`src/design/y4m_pkg.sv`:
```
// Shared types, constants and character tables for the Y4M luma extractor.
package y4m_pkg;

	localparam int MAX_DIM = 4096;
	localparam int DIM_W   = $clog2(MAX_DIM + 2);
	localparam int PLANE_W = $clog2(2 * MAX_DIM * MAX_DIM);

	typedef logic [DIM_W-1:0]   dim_t;
	typedef logic [PLANE_W-1:0] plane_t;
	typedef logic [3:0]         tok_idx_t;

	typedef enum logic [3:0] {
		PH_MAGIC_SKIP = 4'd0,
		PH_MAGIC_TOK  = 4'd1,
		PH_SEP        = 4'd2,
		PH_TAG        = 4'd3,
		PH_NUM_SKIP   = 4'd4,
		PH_NUM_DIG    = 4'd5,
		PH_TOK_SKIP   = 4'd6,
		PH_TOK_BODY   = 4'd7,
		PH_CHAR_SKIP  = 4'd8,
		PH_FRM_SKIP   = 4'd9,
		PH_FRM_TOK    = 4'd10,
		PH_DATA       = 4'd11,
		PH_HALT       = 4'd12
	} phase_t;

	typedef enum logic [1:0] {
		ST_LUMA  = 2'd0,
		ST_DONE  = 2'd1,
		ST_ERROR = 2'd2
	} status_t;

	typedef struct packed {
		logic [7:0] stream_byte;
		logic       end_of_stream;
	} in_item_t;

	typedef struct packed {
		logic [7:0] luma;
		logic       frame_last;
		status_t    status;
	} out_item_t;

	localparam logic [7:0] CH_SPACE   = 8'h20;
	localparam logic [7:0] CH_NEWLINE = 8'h0A;
	localparam logic [7:0] CH_TAB     = 8'h09;
	localparam logic [7:0] CH_CR      = 8'h0D;
	localparam logic [7:0] CH_ZERO    = 8'h30;
	localparam logic [7:0] CH_NINE    = 8'h39;
	localparam logic [7:0] CH_W       = 8'h57;
	localparam logic [7:0] CH_H       = 8'h48;
	localparam logic [7:0] CH_I       = 8'h49;

	localparam tok_idx_t MAGIC_LEN = 4'd9;
	localparam tok_idx_t FRAME_LEN = 4'd5;
	localparam tok_idx_t TOK_SAT   = 4'd15;

	// Characters of the stream magic token YUV4MPEG2.
	function automatic logic [7:0] magic_char(input tok_idx_t idx);
		logic [7:0] c;
		case (idx)
			4'd0:    c = 8'h59;
			4'd1:    c = 8'h55;
			4'd2:    c = 8'h56;
			4'd3:    c = 8'h34;
			4'd4:    c = 8'h4D;
			4'd5:    c = 8'h50;
			4'd6:    c = 8'h45;
			4'd7:    c = 8'h47;
			4'd8:    c = 8'h32;
			default: c = 8'h00;
		endcase
		return c;
	endfunction

	// Characters of the frame token FRAME.
	function automatic logic [7:0] frame_char(input tok_idx_t idx);
		logic [7:0] c;
		case (idx)
			4'd0:    c = 8'h46;
			4'd1:    c = 8'h52;
			4'd2:    c = 8'h41;
			4'd3:    c = 8'h4D;
			4'd4:    c = 8'h45;
			default: c = 8'h00;
		endcase
		return c;
	endfunction

endpackage

```
`src/design/y4m_parser.sv`:
```
// Byte-serial Y4M parser: header and frame-token state machine, dimension and plane counters.
module y4m_parser (
	input  logic               clk,
	input  logic               arst_n,
	input  logic               step,
	input  y4m_pkg::in_item_t  item,
	output logic               res_valid,
	output y4m_pkg::out_item_t res
);

	y4m_pkg::phase_t   phase_q, phase_d;
	y4m_pkg::tok_idx_t tok_q, tok_d, tok_inc;
	logic              mism_q, mism_d;
	y4m_pkg::dim_t     width_q, width_d, height_q, height_d;
	y4m_pkg::plane_t   plane_q, plane_d, luma_size_q, chroma_size_q, total_q;

	logic [7:0] b;
	logic       eos;
	logic       is_sp, is_nl, is_ws, is_dig;
	logic       dims_ok, magic_hit, frame_hit, magic_ok, frame_ok;
	logic       sep_err_hdr, sep_err_frm, sep_err_cur;
	logic [3:0] digit;
	logic [y4m_pkg::DIM_W+3:0] acc_src, acc;
	y4m_pkg::dim_t     acc_sat;
	y4m_pkg::plane_t   plane_inc;

	assign b      = item.stream_byte;
	assign eos    = item.end_of_stream;
	assign is_sp  = (b == y4m_pkg::CH_SPACE);
	assign is_nl  = (b == y4m_pkg::CH_NEWLINE);
	assign is_ws  = is_sp || (b >= y4m_pkg::CH_TAB && b <= y4m_pkg::CH_CR);
	assign is_dig = (b >= y4m_pkg::CH_ZERO) && (b <= y4m_pkg::CH_NINE);
	assign digit  = 4'(b - y4m_pkg::CH_ZERO);

	assign dims_ok = (width_q != '0) && (width_q <= y4m_pkg::dim_t'(y4m_pkg::MAX_DIM)) &&
		(height_q != '0) && (height_q <= y4m_pkg::dim_t'(y4m_pkg::MAX_DIM));

	assign magic_hit = (tok_q < y4m_pkg::MAGIC_LEN) && (b == y4m_pkg::magic_char(tok_q));
	assign frame_hit = (tok_q < y4m_pkg::FRAME_LEN) && (b == y4m_pkg::frame_char(tok_q));
	assign magic_ok  = !mism_q && (tok_q == y4m_pkg::MAGIC_LEN);
	assign frame_ok  = !mism_q && (tok_q == y4m_pkg::FRAME_LEN);
	assign tok_inc   = (tok_q == y4m_pkg::TOK_SAT) ? tok_q : tok_q + 4'd1;

	// A separator is a space (next tag) or a newline (end of header); the main header
	// also needs valid dimensions at its newline.
	assign sep_err_hdr = !is_sp && (!is_nl || !dims_ok);
	assign sep_err_frm = !is_sp && !is_nl;
	assign sep_err_cur = (tok_q == '0) ? sep_err_hdr : sep_err_frm;

	// Decimal accumulation, times ten as two shifts, saturating just past the limit.
	assign acc_src = ((tok_q == '0) ? {4'd0, width_q} : {4'd0, height_q});
	assign acc     = (acc_src << 3) + (acc_src << 1) + {{y4m_pkg::DIM_W{1'b0}}, digit};
	assign acc_sat = (acc > (y4m_pkg::DIM_W + 4)'(y4m_pkg::MAX_DIM)) ?
		y4m_pkg::dim_t'(y4m_pkg::MAX_DIM + 1) : acc[y4m_pkg::DIM_W-1:0];

	assign plane_inc = plane_q + y4m_pkg::plane_t'(1);

	function automatic y4m_pkg::phase_t sep_phase(input logic hdr_ctx, input logic sp,
			input logic nl, input logic ok);
		y4m_pkg::phase_t p;
		if (sp) begin
			p = y4m_pkg::PH_TAG;
		end else if (!nl) begin
			p = y4m_pkg::PH_HALT;
		end else if (hdr_ctx) begin
			p = ok ? y4m_pkg::PH_FRM_SKIP : y4m_pkg::PH_HALT;
		end else begin
			p = y4m_pkg::PH_DATA;
		end
		return p;
	endfunction

	// Next state.
	always_comb begin
		phase_d  = phase_q;
		tok_d    = tok_q;
		mism_d   = mism_q;
		width_d  = width_q;
		height_d = height_q;
		plane_d  = plane_q;
		if (step && phase_q != y4m_pkg::PH_HALT) begin
			if (eos) begin
				phase_d = y4m_pkg::PH_HALT;
			end else begin
				case (phase_q)
					y4m_pkg::PH_MAGIC_SKIP: begin
						if (!is_ws) begin
							tok_d   = 4'd1;
							mism_d  = (b != y4m_pkg::magic_char('0));
							phase_d = y4m_pkg::PH_MAGIC_TOK;
						end
					end
					y4m_pkg::PH_MAGIC_TOK: begin
						if (!is_ws) begin
							mism_d = mism_q || !magic_hit;
							tok_d  = tok_inc;
						end else if (!magic_ok) begin
							phase_d = y4m_pkg::PH_HALT;
						end else begin
							tok_d   = '0;
							phase_d = sep_phase(1'b1, is_sp, is_nl, dims_ok);
						end
					end
					y4m_pkg::PH_SEP: begin
						phase_d = sep_phase(tok_q == '0, is_sp, is_nl, dims_ok);
					end
					y4m_pkg::PH_TAG: begin
						if (tok_q != '0) begin
							phase_d = y4m_pkg::PH_TOK_SKIP;
						end else if (b == y4m_pkg::CH_W) begin
							phase_d = y4m_pkg::PH_NUM_SKIP;
						end else if (b == y4m_pkg::CH_H) begin
							tok_d   = 4'd1;
							phase_d = y4m_pkg::PH_NUM_SKIP;
						end else if (b == y4m_pkg::CH_I) begin
							phase_d = y4m_pkg::PH_CHAR_SKIP;
						end else begin
							phase_d = y4m_pkg::PH_TOK_SKIP;
						end
					end
					y4m_pkg::PH_NUM_SKIP: begin
						if (!is_ws) begin
							if (!is_dig) begin
								phase_d = y4m_pkg::PH_HALT;
							end else begin
								if (tok_q == '0) begin
									width_d = y4m_pkg::dim_t'(digit);
								end else begin
									height_d = y4m_pkg::dim_t'(digit);
								end
								phase_d = y4m_pkg::PH_NUM_DIG;
							end
						end
					end
					y4m_pkg::PH_NUM_DIG: begin
						if (is_dig) begin
							if (tok_q == '0) begin
								width_d = acc_sat;
							end else begin
								height_d = acc_sat;
							end
						end else begin
							tok_d   = '0;
							phase_d = sep_phase(1'b1, is_sp, is_nl, dims_ok);
						end
					end
					y4m_pkg::PH_TOK_SKIP: begin
						if (!is_ws) begin
							phase_d = y4m_pkg::PH_TOK_BODY;
						end
					end
					y4m_pkg::PH_TOK_BODY: begin
						if (is_ws) begin
							phase_d = sep_phase(tok_q == '0, is_sp, is_nl, dims_ok);
						end
					end
					y4m_pkg::PH_CHAR_SKIP: begin
						if (!is_ws) begin
							phase_d = y4m_pkg::PH_SEP;
						end
					end
					y4m_pkg::PH_FRM_SKIP: begin
						if (!is_ws) begin
							tok_d   = 4'd1;
							mism_d  = (b != y4m_pkg::frame_char('0));
							phase_d = y4m_pkg::PH_FRM_TOK;
						end
					end
					y4m_pkg::PH_FRM_TOK: begin
						if (!is_ws) begin
							mism_d = mism_q || !frame_hit;
							tok_d  = tok_inc;
						end else if (!frame_ok) begin
							phase_d = y4m_pkg::PH_HALT;
						end else begin
							tok_d   = 4'd1;
							phase_d = sep_phase(1'b0, is_sp, is_nl, dims_ok);
						end
					end
					y4m_pkg::PH_DATA: begin
						plane_d = plane_inc;
						if (plane_inc == total_q) begin
							phase_d = y4m_pkg::PH_FRM_SKIP;
						end
					end
					default: begin
						phase_d = y4m_pkg::PH_HALT;
					end
				endcase
			end
			if (phase_d == y4m_pkg::PH_DATA && phase_q != y4m_pkg::PH_DATA) begin
				plane_d = '0;
			end
		end
	end

	// Result of the item being taken.
	always_comb begin
		res_valid      = 1'b0;
		res.luma       = '0;
		res.frame_last = 1'b0;
		res.status     = y4m_pkg::ST_ERROR;
		if (step && phase_q != y4m_pkg::PH_HALT) begin
			if (eos) begin
				res_valid = 1'b1;
				if (phase_q == y4m_pkg::PH_FRM_SKIP) begin
					res.status = y4m_pkg::ST_DONE;
				end else if (phase_q == y4m_pkg::PH_FRM_TOK && !frame_ok) begin
					res.status = y4m_pkg::ST_DONE;
				end
			end else begin
				case (phase_q)
					y4m_pkg::PH_MAGIC_TOK: begin
						res_valid = is_ws && (!magic_ok || sep_err_hdr);
					end
					y4m_pkg::PH_SEP: begin
						res_valid = sep_err_cur;
					end
					y4m_pkg::PH_NUM_SKIP: begin
						res_valid = !is_ws && !is_dig;
					end
					y4m_pkg::PH_NUM_DIG: begin
						res_valid = !is_dig && sep_err_hdr;
					end
					y4m_pkg::PH_TOK_BODY: begin
						res_valid = is_ws && sep_err_cur;
					end
					y4m_pkg::PH_FRM_TOK: begin
						res_valid = is_ws && (!frame_ok || sep_err_frm);
						if (!frame_ok) begin
							res.status = y4m_pkg::ST_DONE;
						end
					end
					y4m_pkg::PH_DATA: begin
						if (plane_q < luma_size_q) begin
							res_valid      = 1'b1;
							res.luma       = b;
							res.frame_last = (plane_inc == luma_size_q);
							res.status     = y4m_pkg::ST_LUMA;
						end
					end
					default: begin
						res_valid = 1'b0;
					end
				endcase
			end
		end
	end

	always_ff @(posedge clk or negedge arst_n) begin
		if (!arst_n) begin
			phase_q  <= y4m_pkg::PH_MAGIC_SKIP;
			tok_q    <= '0;
			mism_q   <= 1'b0;
			width_q  <= '0;
			height_q <= '0;
			plane_q  <= '0;
		end else begin
			phase_q  <= phase_d;
			tok_q    <= tok_d;
			mism_q   <= mism_d;
			width_q  <= width_d;
			height_q <= height_d;
			plane_q  <= plane_d;
		end
	end

	// Plane sizes follow the dimension registers; they settle long before the
	// first data byte, since a frame token has to be parsed first.
	always_ff @(posedge clk or negedge arst_n) begin
		if (!arst_n) begin
			luma_size_q   <= '0;
			chroma_size_q <= '0;
			total_q       <= '0;
		end else begin
			luma_size_q   <= y4m_pkg::plane_t'(width_q) * y4m_pkg::plane_t'(height_q);
			chroma_size_q <= (y4m_pkg::plane_t'(height_q >> 1) *
				y4m_pkg::plane_t'(width_q >> 1)) << 1;
			total_q       <= luma_size_q + chroma_size_q;
		end
	end

	a_halt_sticks: assert property (@(posedge clk) disable iff (!arst_n)
		phase_q == y4m_pkg::PH_HALT |=> phase_q == y4m_pkg::PH_HALT)
		else $error("parser left the halted state");

	a_final_halts: assert property (@(posedge clk) disable iff (!arst_n)
		(res_valid && res.status != y4m_pkg::ST_LUMA) |=> phase_q == y4m_pkg::PH_HALT)
		else $error("finish or error result without halting");

	a_luma_in_data: assert property (@(posedge clk) disable iff (!arst_n)
		(res_valid && res.status == y4m_pkg::ST_LUMA) |->
		(phase_q == y4m_pkg::PH_DATA && plane_q < luma_size_q))
		else $error("luma sample outside the luma plane");

	a_plane_bound: assert property (@(posedge clk) disable iff (!arst_n)
		phase_q == y4m_pkg::PH_DATA |-> plane_q < total_q)
		else $error("plane counter ran past the frame size");

endmodule

```
`src/design/y4m_luma_extractor.sv`:
```
// Top level of the Y4M luma extractor: input handshake and registered result stage.
//
// The block takes a YUV4MPEG2 file one byte per item on the input channel
// (in_valid, in_ready, in_data) and returns the luma samples of every frame on
// the output channel (out_valid, out_ready, out_data). Header and frame-token
// bytes and the 4:2:0 chroma planes produce no item. The last luma sample of
// each frame carries frame_last. When the stream ends cleanly (end_of_stream
// where a frame token is expected, or a token other than FRAME) one item with
// status 1 is sent; a malformed or truncated stream sends one item with
// status 2. After either, the block keeps taking bytes but returns nothing
// until the next reset.
// Throughput is one byte per cycle. A result is loaded into the output register
// in the cycle after its byte is taken, and the next byte is taken in that same
// cycle whenever the output register is empty or is being drained. If the
// receiver holds out_ready low with a result pending, in_ready drops until
// that result is taken. The asynchronous reset arst_n returns the parser to
// the search for the YUV4MPEG2 token and empties the output register.
module y4m_luma_extractor (
	input  logic               clk,
	input  logic               arst_n,
	input  logic               in_valid,
	output logic               in_ready,
	input  y4m_pkg::in_item_t  in_data,
	output logic               out_valid,
	input  logic               out_ready,
	output y4m_pkg::out_item_t out_data
);

	logic               step;
	logic               res_valid;
	y4m_pkg::out_item_t res;
	logic               out_valid_q;
	y4m_pkg::out_item_t out_data_q;

	// The output register can take a new result when it is empty or its
	// current item leaves in this cycle.
	assign in_ready = !out_valid_q || out_ready;
	assign step     = in_valid && in_ready;

	y4m_parser u_parser (
		.clk       (clk),
		.arst_n    (arst_n),
		.step      (step),
		.item      (in_data),
		.res_valid (res_valid),
		.res       (res)
	);

	always_ff @(posedge clk or negedge arst_n) begin
		if (!arst_n) begin
			out_valid_q <= 1'b0;
		end else if (step && res_valid) begin
			out_valid_q <= 1'b1;
		end else if (out_ready) begin
			out_valid_q <= 1'b0;
		end
	end

	// Result payload carries no reset; it is qualified by out_valid_q.
	always_ff @(posedge clk) begin
		if (step && res_valid) begin
			out_data_q <= res;
		end
	end

	assign out_valid = out_valid_q;
	assign out_data  = out_data_q;

endmodule
```
`config.mk`:
```
export PLATFORM = sky130hd
export DESIGN_NAME = y4m_luma_extractor
export DESIGN_NICKNAME = d
export VERILOG_FILES = /design/src/design/y4m_pkg.sv /design/src/design/y4m_parser.sv /design/src/design/y4m_luma_extractor.sv
export SDC_FILE = /design/constraint.sdc
export NUM_CORES = 1
export LEC_CHECK = 0
export CAP_MARGIN = 20
export CORE_UTILIZATION = 31
export DETAILED_ROUTE_END_ITERATION = 8
export DONT_BUFFER_PORTS = 1
export PLACE_DENSITY_LB_ADDON = 0.25
export SLEW_MARGIN = 5
export SYNTH_ARGS = -nofsm -noshare
export SYNTH_HDL_FRONTEND = slang
export SYNTH_SLANG_ARGS = --single-unit
```
`constraint.sdc`:
```
create_clock -name clk -period 12.3 [get_ports clk]
set_clock_uncertainty 0.05 [all_clocks]
set_input_delay 0.615 -clock clk [delete_from_list [all_inputs] [get_ports clk]]
set_output_delay 0.615 -clock clk [all_outputs]
set_load 0.02 [all_outputs]
```
==> run metrics, run 1 <==
status=complete, no violations; die width=252 um; setup TNS=0 ns; die height=252 um; CTS Buf Count=17; Yosys warnings=0; Syn Nets=2661; CTS root buf=clkbuf_16; pwr/cell area=51.1 mW/mm^2; crit path cell chain=nand2_1 > fa_1 > inv_1 > fa_1 > inv_1 > fa_1 > inv_1 > fa_1 > inv_1 > fa_1 > inv_1 > ha_1 > nor4_1 > o211ai_1 > a31oi_1 > o31ai_1 > o41ai_1 > o21bai_1 > a21oi_1 > xnor2_1; IO Count=26; worst reg2reg startpoint=u_parser.width_q[4]; MaxCap Viol Count=0; synth unique cells=75; RD Place Congestion=0.895; Yosys reg bits=around 150; initial antenna violation count=1; post-route ant nets=0; worst relative slew slack=between 20% and 30%; Layout area overhead=7.37%; total power=approximately 0.0011 W; H-tree levels=4; Worst Setup SP=u_parser.width_q[4]; drt via density=5.02; GR Overflow Total=0; worst-skew pair later-pin latency=0.45 ns; Final Critical Period=a little over 6 ns; number of synthesized flops with an enable pin=11; register area=approximately 0.0037 sq mm; I/O Buffers=0; Top FF cell, synth=dfrtp_1; First-pass DRT Iterations=5; Starting Density=31.4%; worst reg2reg path depth=20; clk sinks=approximately 150; vias in the first global route=around 15000; Worst Setup EP=u_parser.chroma_size_q[24]; Final Max Slew Viols=0; core footprint=between 0.06 and 0.07 sq mm; HP Class=input port to async pin; Synth area leader=fa_1; crit path max-delay cell type=dfrtp_1; TritonCTS clock tree=built; site row count=91; drt wl/cell=17.9 um; RR Endpoint=u_parser.chroma_size_q[24]; post-synthesis cell count=2229; pin count of the biggest net entering global routing=136; critical path class=register to register; nets=2615; CTS Buffer Depth=2; Tot GR Track Use=17.5%; multi-input logic area=0.0139 sq mm; CP peak stage delay=about 0.78 ns; fmax=~160 MHz; pre-CTS setup slack=around 6.2 ns; Setup violations, final=0; cell count after placement=between 2000 and 3000; post-synth top area share=21.5%; Area contributors post-synth=fa_1, dfrtp_1, ha_1; DRC errors left=0; reg2reg setup slack=6.10 ns; crit share post-route=a little over 50%; most frequent cell after synthesis=inv_1; via count=15200; DIE AREA=0.0636 sq mm; diodes inserted=0; setup slack after layout=between 6 and 7 ns; synthesized area=0.0194 sq mm; Worst Max-Slew Pin Slew=1.08 ns; Pleak=roughly 10 nW; HPWL after detailed placement=44000 um; peak supply drop=around 0.000086 V; post-synthesis sequential area ratio=19.1%; Setup Buffers After CTS=0; synth cell count leaders=inv_1, nand2_1, ha_1; syn_area_per_cell=8.71 sq um; final std cells w/o fill=3033; fillers=6407; critical-path maximum fanout=16; Worst EP required=between 10 and 15 ns; Setup crit start kind=register; RSZ-0062 raised after global routing=false; first-pass GRT wire length=just under 90000 um; CP arrival=6.52 ns; layout cells sized above 1=2.82%; Reg clk slew, reported paths=around 0.07 ns; Fin. Hold Viols=0; ys async rst share=92.5%; DRT iter0 DRCs=approximately 1100; Post-Route WL=54300 um; Setup crit end kind=register
-- where the power goes --
part | internal [W] | total, W | switching (W) | leakage, nW
clock | 0.000291 | 0.000532 | 0.000241 | 0.291
combinational | 0.0000140 | 0.0000445 | 0.0000305 | 8.23
sequential | 0.000486 | 0.000489 | 0.00000341 | 1.95
-- what timing repair did --
action / 4_1_cts / 5_1_grt
gates resized for setup: 0 / 0
hold buffers: 1 / 0
hold endpoints to repair: 135 / 0
-- sequential cells by signal, summed over array words and instances, names as in the netlist --
signal,flops
u_parser.total_q,25
u_parser.luma_size_q,25
u_parser.width_q,13
u_parser.phase_q,4
u_parser.chroma_size_q,24
out_data,11
out_valid,1
u_parser.plane_q,25
u_parser.mism_q,1
u_parser.tok_q,4
u_parser.height_q,13
-- critical path: cells and delay by family, from the launching register on --
| kind | cells | cell delay [ns] |
|---|---|---|
| adders and majority gates | 6 | 2.77 |
| buffers and inverters | 5 | 0.25 |
| DFF | 1 | 0.78 |
| and+or+nand+nor | 2 | 0.56 |
| xor gates and xnor gates | 1 | 0.13 |
| AOI/OAI and AO/OA | 6 | 1.58 |
-- worst min-delay path by stage --
stage	start	slack [ns]	depth (start not counted)	endpoint
finish	arst_n	0.09	1	u_parser.plane_q[2]
global route	arst_n	0.13	1	u_parser.plane_q[3]
CTS	arst_n	0.13	1	u_parser.plane_q[2]
detailed placement	arst_n	0.28	0	u_parser.plane_q[1]
global placement	arst_n	0.28	0	u_parser.plane_q[2]
floorplan	arst_n	0.27	0	out_valid
-- per-stage QoR --
stage | cell area (sq um) | utilization (%) | hold slack [ns]
3_3_place_gp | 20200 | 32.7 | 0.284
5_1_grt | 20800 | 33.7 | 0.129
4_1_cts | 20800 | 33.7 | 0.127
3_5_place_dp | 20200 | 32.7 | 0.284
6_report | 20800 | 33.7 | 0.0934
2_1_floorplan | 19400 | - | 0.269
-- cells by family after synthesis --
kind of cell / Yosys count / synth area share, %
and+or+nand+nor: 671 / 17.2
buffers and inverters: 476 / 9.26
adders and majority gates: 419 / 35.0
AOI/OAI and AO/OA: 370 / 12.7
DFF: 146 / 19.1
xor gates and xnor gates: 138 / 6.23
muxes: 9 / 0.464
-- routing by layer --
metal	GRT usage (%)	routed length (um)	vias up
met4	4.07	911	2
li1	-	-	7238
met5	0	17	-
met3	2.43	2300	59
met2	27.9	24600	347
met1	24.9	26400	7589
-- placed cells by master, fill, tap and decap left out, types with 9 or more instances in the layout --
cell type / synthesis / final
a211oi_1: 20 / 20
o21a_1: 17 / 17
nor2b_1: 24 / 24
a31oi_1: 30 / 30
nor3_1: 39 / 39
inv_1: 402 / 402
nor2_1: 124 / 123
and3_1: 19 / 19
xor2_1: 37 / 37
xnor2_1: 101 / 101
a22o_1: 16 / 16
a21o_1: 16 / 16
o21bai_1: 10 / 10
nand3_1: 49 / 49
nand2b_1: 14 / 14
nand4_1: 21 / 21
nor4_1: 25 / 25
o31ai_1: 15 / 15
dfrtp_1: 135 / 135
or3_1: 14 / 14
and2_1: 91 / 91
o21ai_0: 71 / 71
o22ai_1: 9 / 9
clkbuf_16: 0 / 17
a21oi_1: 86 / 86
fa_1: 208 / 208
nand2_1: 215 / 215
o211ai_1: 13 / 13
ha_1: 211 / 211
mux2i_1: 9 / 9
edfxtp_1: 11 / 11
-- final cells by class --
class	count	area share [%]
clock buffers	18	2.11
flip-flops and latches	146	17.8
well taps	837	5.02
multi-input cells	1607	66.7
clock inverters	14	0.678
repair buffers	7	0.396
inverters	404	7.28
Power figures use the tool's default switching activity.
==> inputs of run 2 (changes only) <==
- ABC_AREA: default -> 1
- clock period: 12.3 -> 5.5 ns (I/O delays scaled with it)
==> run metrics, run 2 <==
Synth area leader=fa_1; RD Place Congestion=0.917; Worst EP required=between 5 and 6 ns; number of synthesized flops with an enable pin=11; Post-Route WL=53700 um; post-synth top area share=21.1%; synth cell count leaders=nand2_1, inv_1, ha_1; post-synthesis cell count=roughly 2500; Layout area overhead=10.0%; GRT busiest layer=met2; Starting Density=a little under a third; DRT iter0 DRCs=1101; CTS root buf=clkbuf_16; GR Util met1=24.9%; worst reg2reg startpoint=u_parser.width_q[8]; Worst Setup EP=u_parser.luma_size_q[23]; Setup violations, final=0; reg2reg setup slack=0.29 ns; Sequential Power Share=31.2%; critical-path maximum fanout=7; Global Route met3 Usage=2.12%; Pleak=12.5 nW; Int Power=between 0.002 and 0.003 W; First-pass DRT Iterations=7; Top FF cell, synth=dfrtp_1; CTS Buf Count=17; Area contributors post-synth=fa_1, dfrtp_1, ha_1; layout cells sized above 1=about 9%; post-route ant nets=0; core footprint=0.0631 sq mm; multi-input logic area=0.0136 sq mm; Final Critical Period=roughly 5.2 ns; cell count after placement=about 3400; worst-skew pair later-pin latency=between 0.4 and 0.5 ns; fmax=roughly 190 MHz; DIE AREA=~0.065 sq mm; H-tree levels=4; via count=16000; synthesized area=0.0198 sq mm; die height=255 um; DRC errors left=0; Syn Nets=between 2000 and 3000; initial antenna violation count=0; clk sinks=146; combinational power share=about 46%; HP Class=input port to register; worst relative slew slack=46.2%; pwr/cell area=~230 mW/mm^2; commonest cells after routing, fill and taps aside=nand2_1, inv_1, ha_1, fa_1, nor2_1; CTS Buffer Depth=2; most frequent cell after synthesis=nand2_1; top flop regs=u_parser.luma_size_q (25), u_parser.plane_q (25), u_parser.total_q (25); CP arrival=5.54 ns; Worst Setup SP=u_parser.width_q[8]; NetSw=about 0.0023 W; HPWL after detailed placement=between 40000 and 50000 um; pin count of the biggest net entering global routing=136; I/O Buffers=0; diodes inserted=0; syn_area_per_cell=7.76 sq um; site row count=92; status=complete, no violations; Clock power frac=between 20% and 30%; Fin. Hold Viols=0; MaxCap Viol Count=0; Worst Max-Slew Pin Slew=0.798 ns; drt via density=approximately 4.7; synth unique cells=56; sw frac=45.3%; Reg clk slew, reported paths=0.07 ns; fillers=6789; IO Count=26; drt wl/cell=about 16 um; Setup crit end kind=register; ys async rst share=92.5%; register area=roughly 0.0037 sq mm; Final Max Slew Viols=0; worst reg2reg path depth=21; GR Overflow Total=0; grt met2 use=between 20% and 30%; setup TNS=0 ns; crit share post-route=94.7%; TritonCTS clock tree=built; critical path class=register to register; Yosys reg bits=146; RR Endpoint=u_parser.luma_size_q[23]; first-pass GRT wire length=between 80000 and 90000 um; die width=255 um; post-synthesis sequential area ratio=between 10% and 20%; nets=around 3000; final std cells w/o fill=roughly 3400; Yosys warnings=0; Setup crit start kind=register; peak supply drop=0.000164 V; Tot GR Track Use=17.3%; commonest non-fill, non-tap cell in the layout=nand2_1; vias in the first global route=16400
==> run 2: worst min-delay path by stage <==
stage                     slack [ns]                    endpoint  depth (start not counted)        from
after CTS                      0.003                 out_data[7]                          2  in_data[5]
after floorplan                -0.07                   out_valid                          0      arst_n
after global placement         -0.04  u_parser.chroma_size_q[22]                          0      arst_n
final                           0.02                 out_data[7]                          2  in_data[5]
after detailed placement       -0.04  u_parser.chroma_size_q[22]                          0      arst_n
after global routing            0.03                 out_data[8]                          2  in_data[6]
==> run 2: through the flow <==
step	area, sq um	hold slack (ns)	power, W	setup WS (ns)	utilization [%]
global route	21800	0.0262	0.00542	-0.0173	34.5
floorplan	19800	-0.0706	0.00311	0.00572	-
detailed placement	21000	-0.0425	0.00383	0.0569	33.3
finish	21800	0.0241	0.00501	0.290	34.5
CTS	21600	0.00342	0.00503	0.0368	34.3
global placement	21000	-0.0443	0.00381	0.0334	33.3
==> run 2: critical path: stages (launching register included) <==
cell,delay (ns)
dfrtp_2,0.46
buf_4,0.19
nand2_1,0.06
inv_1,0.07
fa_2,0.53
inv_1,0.08
fa_1,0.48
inv_1,0.05
fa_1,0.50
fa_1,0.54
inv_1,0.05
fa_1,0.53
inv_1,0.04
ha_1,0.37
nand2_1,0.11
nor4_1,0.29
buf_4,0.18
nand4_1,0.09
nand3_1,0.15
nand3_1,0.08
nand2_1,0.07
xor2_1,0.14
==> run 2: layout make-up <==
class,instances,share of cell area [%]
tap,846,4.86
clock buffer,18,1.97
sequential,146,17.1
clock inverter,13,0.592
inverter,586,10.1
timing repair buffer,80,2.96
multi-input combinational,1748,62.4
==> run 2: power by group through the flow <==
| stage | logic, W | clock network, W | registers, W |
|---|---|---|---|
| after detailed placement | 0.00226 | 0 | 0.00157 |
| after global routing | 0.00263 | 0.00121 | 0.00159 |
| after CTS | 0.00231 | 0.00117 | 0.00155 |
| after global placement | 0.00224 | 0 | 0.00157 |
| after floorplan | 0.00168 | 0 | 0.00143 |
| final | 0.00231 | 0.00114 | 0.00156 |
==> run 2: what timing repair did <==
| item | 4_1_cts | 5_1_grt |
|---|---|---|
| endpoints found under the hold margin | 136 | 0 |
| gates resized for setup | 0 | 36 |
| endpoints found under the setup margin | 0 | 13 |
| setup buffers | 0 | 6 |
| hold buffers | 3 | 0 |
==> run 2: logic make-up (layout without fill, tap and decap cells) <==
kind of cell	count (synthesis)	in the layout	share of synthesized area, %
flops	146	146	18.8
fa+ha+maj	419	419	34.4
buf+inv	655	697	12.8
simple gates	970	970	21.5
xor+xnor	123	123	5.70
compound gates	236	236	6.84
==> run 2: layer usage <==
| layer | vias up | routed length (um) |
|---|---|---|
| li1 | 7862 | - |
| met1 | 7796 | 26300 |
| met2 | 313 | 24700 |
| met3 | 23 | 2180 |
| met4 | 0 | 499 |
| met5 | - | 0 |
